File: src/see_pkg.sv
// ----------------------------------------------------------------------------
// see_pkg
// Shared constants, codes and controller/datapath command types for the
// shannon entropy estimator.
// ----------------------------------------------------------------------------
package see_pkg;

  localparam int SYMBOL_SPACE_DEF  = 65536;
  localparam int COUNT_BITS_DEF    = 24;
  localparam int FRACTION_BITS_DEF = 16;

  // log2 unit: Q31 mantissa, 24 fraction bits of result
  localparam int LOG_FRAC = 24;
  localparam int MANT_W   = 32;
  localparam int EXP_W    = 5;
  localparam int LOG_W    = EXP_W + LOG_FRAC;

  // sum of c*log2(c) and the divisor of the divider
  localparam int SUM_W  = 64;
  localparam int DIVR_W = 32;

  // result field widths
  localparam int BYTE_W = 8;
  localparam int SYM_W  = 16;
  localparam int MODE_W = 2;
  localparam int ENT_W  = 19;
  localparam int TOT_W  = 24;
  localparam logic [ENT_W-1:0] ENT_MAX = '1;
  localparam logic [TOT_W-1:0] TOT_MAX = '1;

  // symbol_mode codes
  localparam logic [MODE_W-1:0] MODE_SINGLE  = 2'd0;
  localparam logic [MODE_W-1:0] MODE_PAIR    = 2'd1;
  localparam logic [MODE_W-1:0] MODE_OVERLAP = 2'd2;

  // log base 8 is log2/3, log base 16 is log2/4
  localparam int BASE8_DIV  = 3;
  localparam int BASE16_DIV = 4;

  typedef struct packed {
    logic accept;      // byte taken, form symbol and read its bin
    logic bin_update;  // write back incremented bin, bump total
    logic clr_wr;      // clearing pass: zero bin at sweep address
    logic walk_clear;  // walk: zero bin just read, advance
    logic log_bin;     // start log2 of bin count
    logic log_tot;     // start log2 of symbol total
    logic mul;         // term = count * log2(count)
    logic acc;         // saturating add of term
    logic div_s;       // start sum / total
    logic div_e;       // latch rounded log difference for base scaling
    logic load_out;    // load result register
    logic clear_set;   // reset per-set state
  } see_cmd_t;

  typedef struct packed {
    logic last_flag;
    logic total_zero;
    logic addr_last;
    logic addr_wrapped;
    logic bin_nonzero;
    logic log_done;
    logic div_done;
    logic out_free;
  } see_sts_t;

endpackage

File: src/see_ctrl.sv
// ----------------------------------------------------------------------------
// see_ctrl
// Sequencer: clearing pass, byte read-modify-write, histogram walk, final
// log and divide, result hand-off.
// ----------------------------------------------------------------------------
module see_ctrl (
  input  logic              clk,
  input  logic              rst,
  input  logic              in_valid,
  output logic              in_ready,
  input  see_pkg::see_sts_t sts,
  output see_pkg::see_cmd_t cmd
);
  import see_pkg::*;

  typedef enum logic [3:0] {
    C_CLEAR, C_IDLE, C_BYTE, C_FIN, C_WRD, C_WDATA, C_LOGB,
    C_MUL, C_ACC, C_LOGN, C_DIVS, C_OUT
  } cstate_t;

  cstate_t state;
  cstate_t state_next;

  always_comb begin
    cmd        = '0;
    in_ready   = 1'b0;
    state_next = state;
    case (state)
      C_CLEAR: begin
        cmd.clr_wr = 1'b1;
        if (sts.addr_last) begin
          state_next = C_IDLE;
        end
      end
      C_IDLE: begin
        in_ready = 1'b1;
        if (in_valid) begin
          cmd.accept = 1'b1;
          state_next = C_BYTE;
        end
      end
      C_BYTE: begin
        cmd.bin_update = 1'b1;
        state_next     = sts.last_flag ? C_FIN : C_IDLE;
      end
      C_FIN: begin
        state_next = sts.total_zero ? C_OUT : C_WRD;
      end
      C_WRD: begin
        state_next = C_WDATA;
      end
      C_WDATA: begin
        // every bin is zeroed as it is read
        cmd.walk_clear = 1'b1;
        if (sts.bin_nonzero) begin
          cmd.log_bin = 1'b1;
          state_next  = C_LOGB;
        end else if (sts.addr_last) begin
          cmd.log_tot = 1'b1;
          state_next  = C_LOGN;
        end else begin
          state_next = C_WRD;
        end
      end
      C_LOGB: begin
        if (sts.log_done) begin
          state_next = C_MUL;
        end
      end
      C_MUL: begin
        cmd.mul    = 1'b1;
        state_next = C_ACC;
      end
      C_ACC: begin
        cmd.acc = 1'b1;
        if (sts.addr_wrapped) begin
          cmd.log_tot = 1'b1;
          state_next  = C_LOGN;
        end else begin
          state_next = C_WRD;
        end
      end
      C_LOGN: begin
        if (sts.log_done) begin
          cmd.div_s  = 1'b1;
          state_next = C_DIVS;
        end
      end
      C_DIVS: begin
        if (sts.div_done) begin
          cmd.div_e  = 1'b1;
          state_next = C_OUT;
        end
      end
      C_OUT: begin
        if (sts.out_free) begin
          cmd.load_out  = 1'b1;
          cmd.clear_set = 1'b1;
          state_next    = C_IDLE;
        end
      end
      default: state_next = C_IDLE;
    endcase
  end

  always_ff @(posedge clk) begin
    if (rst) begin
      state <= C_CLEAR;
    end else begin
      state <= state_next;
    end
  end

endmodule

File: config.mk
export PLATFORM = sky130hd
export DESIGN_NAME = see_ctrl
export DESIGN_NICKNAME = d
export VERILOG_FILES = /design/src/see_pkg.sv /design/src/see_ctrl.sv
export SDC_FILE = /design/constraint.sdc
export NUM_CORES = 1
export LEC_CHECK = 0
export BUFFER_PORTS_ARGS = -buffer_cell sky130_fd_sc_hd__buf_2
export CAP_MARGIN = 10
export CORE_MARGIN = 2
export CORE_UTILIZATION = 25
export DETAILED_ROUTE_END_ITERATION = 8
export PLACE_DENSITY = 0.45
export SLEW_MARGIN = 20
export SYNTH_ARGS = -nofsm -noshare
export SYNTH_HDL_FRONTEND = slang
export SYNTH_SLANG_ARGS = --single-unit
File: constraint.sdc
create_clock -name clk -period 3.3 [get_ports clk]
set_clock_uncertainty 0.2 [all_clocks]
set_input_delay 0.825 -clock clk [delete_from_list [all_inputs] [get_ports clk]]
set_output_delay 0.825 -clock clk [all_outputs]
set_load 0.05 [all_outputs]
==> impl_metrics.tcl <==
set metrics [dict create \
    leakage_uw 0.000333 \
    wl_per_cell_um 11.9 \
    crit_type "flop to primary output" \
    final_common_cell "buf_2" \
    cts_max_level 1 \
    syn_nets 85 \
    synth_area_leaders "dfxtp_1, nand2b_1, buf_4" \
    cts_buffers 3 \
    synth_top_cell_by_area "dfxtp_1" \
    pwr-share-clk_pct 13.5 \
    die_h_um 53.1 \
    seqPwrFrac_pct 23.5 \
    synthCells 74 \
    min_path_cells 2 \
    place_area_um2 707 \
    syn_area_per_cell_um2 8.13 \
    ys_seq_elements 4 \
    reg_top3 "state x4" \
    grt_pass1_vias 526 \
    synth_mux_area_share_pct 0 \
    largest_reg_flops 4 \
    synthXorXnorAreaFrac_pct 1.46 \
    yosysUniqueCellTypes 41 \
    cap_violations 0 \
    crit_slowest_cell "dfxtp_1" \
    cp.buffers_inverters 1 \
    power_density_nw_per_um2 608 \
    die_area_um2 2820 \
    max_slew_margin_pct 47.7 \
    crit_path_end_kind "primary output" \
    port_buffers 23 \
    r2r_cells 4 \
    finish.instance_area_um2 729 \
    crit_family "flip-flops" \
    slowest_delay_ns 0.76 \
    fmax_ghz 0.364 \
    hold_violations 0 \
    drtIter0Drc 7 \
    place_inst 119 \
    required_ns 2.27 \
    post_cts_buffers 0 \
    cts_sinks 4 \
    dr_total_vias 603 \
    cts_tree "done" \
    seq_area_frac_synth_pct 13.3 \
    combPwrFrac_pct 63.1 \
    synthSimpleGateAreaFrac_pct 40.1 \
    n_antenna_cell 0 \
    period_share_pct 83.3 \
    antenna_found_initial 0 \
    grt_max_degree 24 \
    worstHoldStart "state[0]" \
    ff2ff_setup_slack_ns 1.21 \
    syn_to_final_growth_pct 21.2 \
    switchingPower_uw 237 \
    clock_path_buffers 2 \
    yosys.area_share.adder_pct 0 \
    netlist.area_leader.share_pct 13.3 \
    cts_root_buf "clkbuf_4" \
    grt_pass1_wl_um 2390 \
    netlist_area_um2 602 \
    largest_register "state" \
    p_int_uw 206 \
    clkTransAtPathRegs_ns 0.04 \
    min_path_type "flop to flop" \
    layoutNonFillerInstCount 122 \
    tightest_slew_ns 0.783 \
    ios 24 \
    core_area_um2 2250 \
    cp_max_fo 21 \
    hold-path-endpoint "state[0]" \
    rows 17 \
    nNetsFinal 107 \
    route.detailed.drc 0 \
    final_cell_mix "buf_2, nor2_1, nand2b_1, dfxtp_1" \
    path_cells "and4bb_1 -> and2_1 -> buf_2" \
    layout-drive-gt1-share_pct 37.2 \
    hold_buffers 0 \
    cp-start-kind "flop" \
    grtUsageTotal_pct 11.5 \
    regToRegEndpoint "state[1]" \
    fin_setup_tns_ns 0 \
    finalMaxSlewViolations 0 \
    status "completed" \
    synth_compound_area_share_pct 33.7 \
    clock_latency_ns 0.23 \
    ir_drop_v 0.000247 \
    gp_congestion 0.727 \
    timing.rr.start "state[1]" \
    start_util_pct 26.7 \
    synth_top_family_by_area "simple AND/OR/NAND/NOR gates" \
    final_antenna_net_count 0 \
    swShare_pct 53.5 \
    worstPathArrival_ns 1.72 \
    rsz0062_at_grt "false" \
    vias_per_cell 4.94 \
    fin_crit_ns 2.75 \
    grt_overflow 0 \
    setup_viol 0 \
    drt_first_pass_iters 4 \
    ys_warn_count 0 \
    dp_hpwl_um 1120 \
    wl_um 1450 \
    die_w_um 53.1 \
    cts_resized 0 \
]
stage by stage:
step	total power (uW)	utilization, %	hold WS [ns]	setup slack [ns]
6_report	444	32.4	0.502	0.551
2_1_floorplan	344	-	0.427	0.106
3_5_place_dp	389	31.4	0.499	0.768
4_1_cts	452	32.4	0.506	0.529
3_3_place_gp	390	31.4	0.505	0.782
5_1_grt	484	32.4	0.557	0.381
routing by layer:
metal | vias to the layer above | share of wire (%) | GRT usage [%] | wire length (um)
met3 | 0 | 7.0 | 3.95 | 102
met4 | 0 | 0 | 1.28 | 0
li1 | 318 | - | - | -
met2 | 19 | 44 | 17.3 | 636
met1 | 266 | 49 | 16.2 | 712
met5 | - | 0 | 0 | 0
cells in the mapped netlist (all sizes together):
| master | instances |
|---|---|
| buf | 7 |
| nand2b | 6 |
| nor2 | 6 |
| dfxtp | 4 |
| a21oi | 3 |
| and2 | 3 |
| inv | 3 |
| nand2 | 3 |
| nand3b | 3 |
| nor2b | 3 |
| nor3 | 3 |
| o21ai | 3 |
| a21o | 2 |
| and4bb | 2 |
| o22ai | 2 |
| o311ai | 2 |
| a211oi | 1 |
| a221o | 1 |
| a311oi | 1 |
| a32o | 1 |
| and3 | 1 |
| and3b | 1 |
| and4 | 1 |
| nand3 | 1 |
| nor4 | 1 |
| nor4bb | 1 |
| o21a | 1 |
| o21ba | 1 |
| o21bai | 1 |
| o311a | 1 |
| o31ai | 1 |
| o32ai | 1 |
| o41ai | 1 |
| or3 | 1 |
| xnor2 | 1 |
layout make-up:
type	count	area [um2]
Fill cell	272	1530
Multi-Input combinational cell	60	458
Sequential cell	4	80.1
Tap cell	28	35.0
Timing Repair Buffer	24	123
Inverter	3	11.3
Clock buffer	3	22.5
how the worst max path moves through the flow:
| stage | from | to | slack (ns) | cells after the start |
|---|---|---|---|---|
| final | state[3] | cmd[3] | 0.55 | 3 |
| after floorplan | state[1] | cmd[9] | 0.11 | 3 |
| after detailed placement | sts[5] | cmd[6] | 0.77 | 4 |
| after global placement | sts[5] | cmd[6] | 0.78 | 4 |
| after CTS | state[3] | cmd[3] | 0.53 | 3 |
| after global routing | state[3] | cmd[3] | 0.38 | 3 |
power groups by stage:
stage / logic, uW / registers (uW) / clock network [uW]
finish: 280 / 104 / 59.8
CTS: 284 / 105 / 63.7
floorplan: 269 / 75.0 / 0
global placement: 284 / 106 / 0
global route: 304 / 112 / 67.8
detailed placement: 283 / 106 / 0
worst min-delay path, cell delays in order (launching register included):
cell and delay (ns):
dfxtp_1 0.37, a21o_1 0.18, o311a_1 0.11
cells by family after synthesis:
family / count (synthesis)
simple gates: 36
flops: 4
compound gates: 23
xor+xnor: 1
buf+inv: 10
No activity file was read; power rests on OpenSTA's default activity.
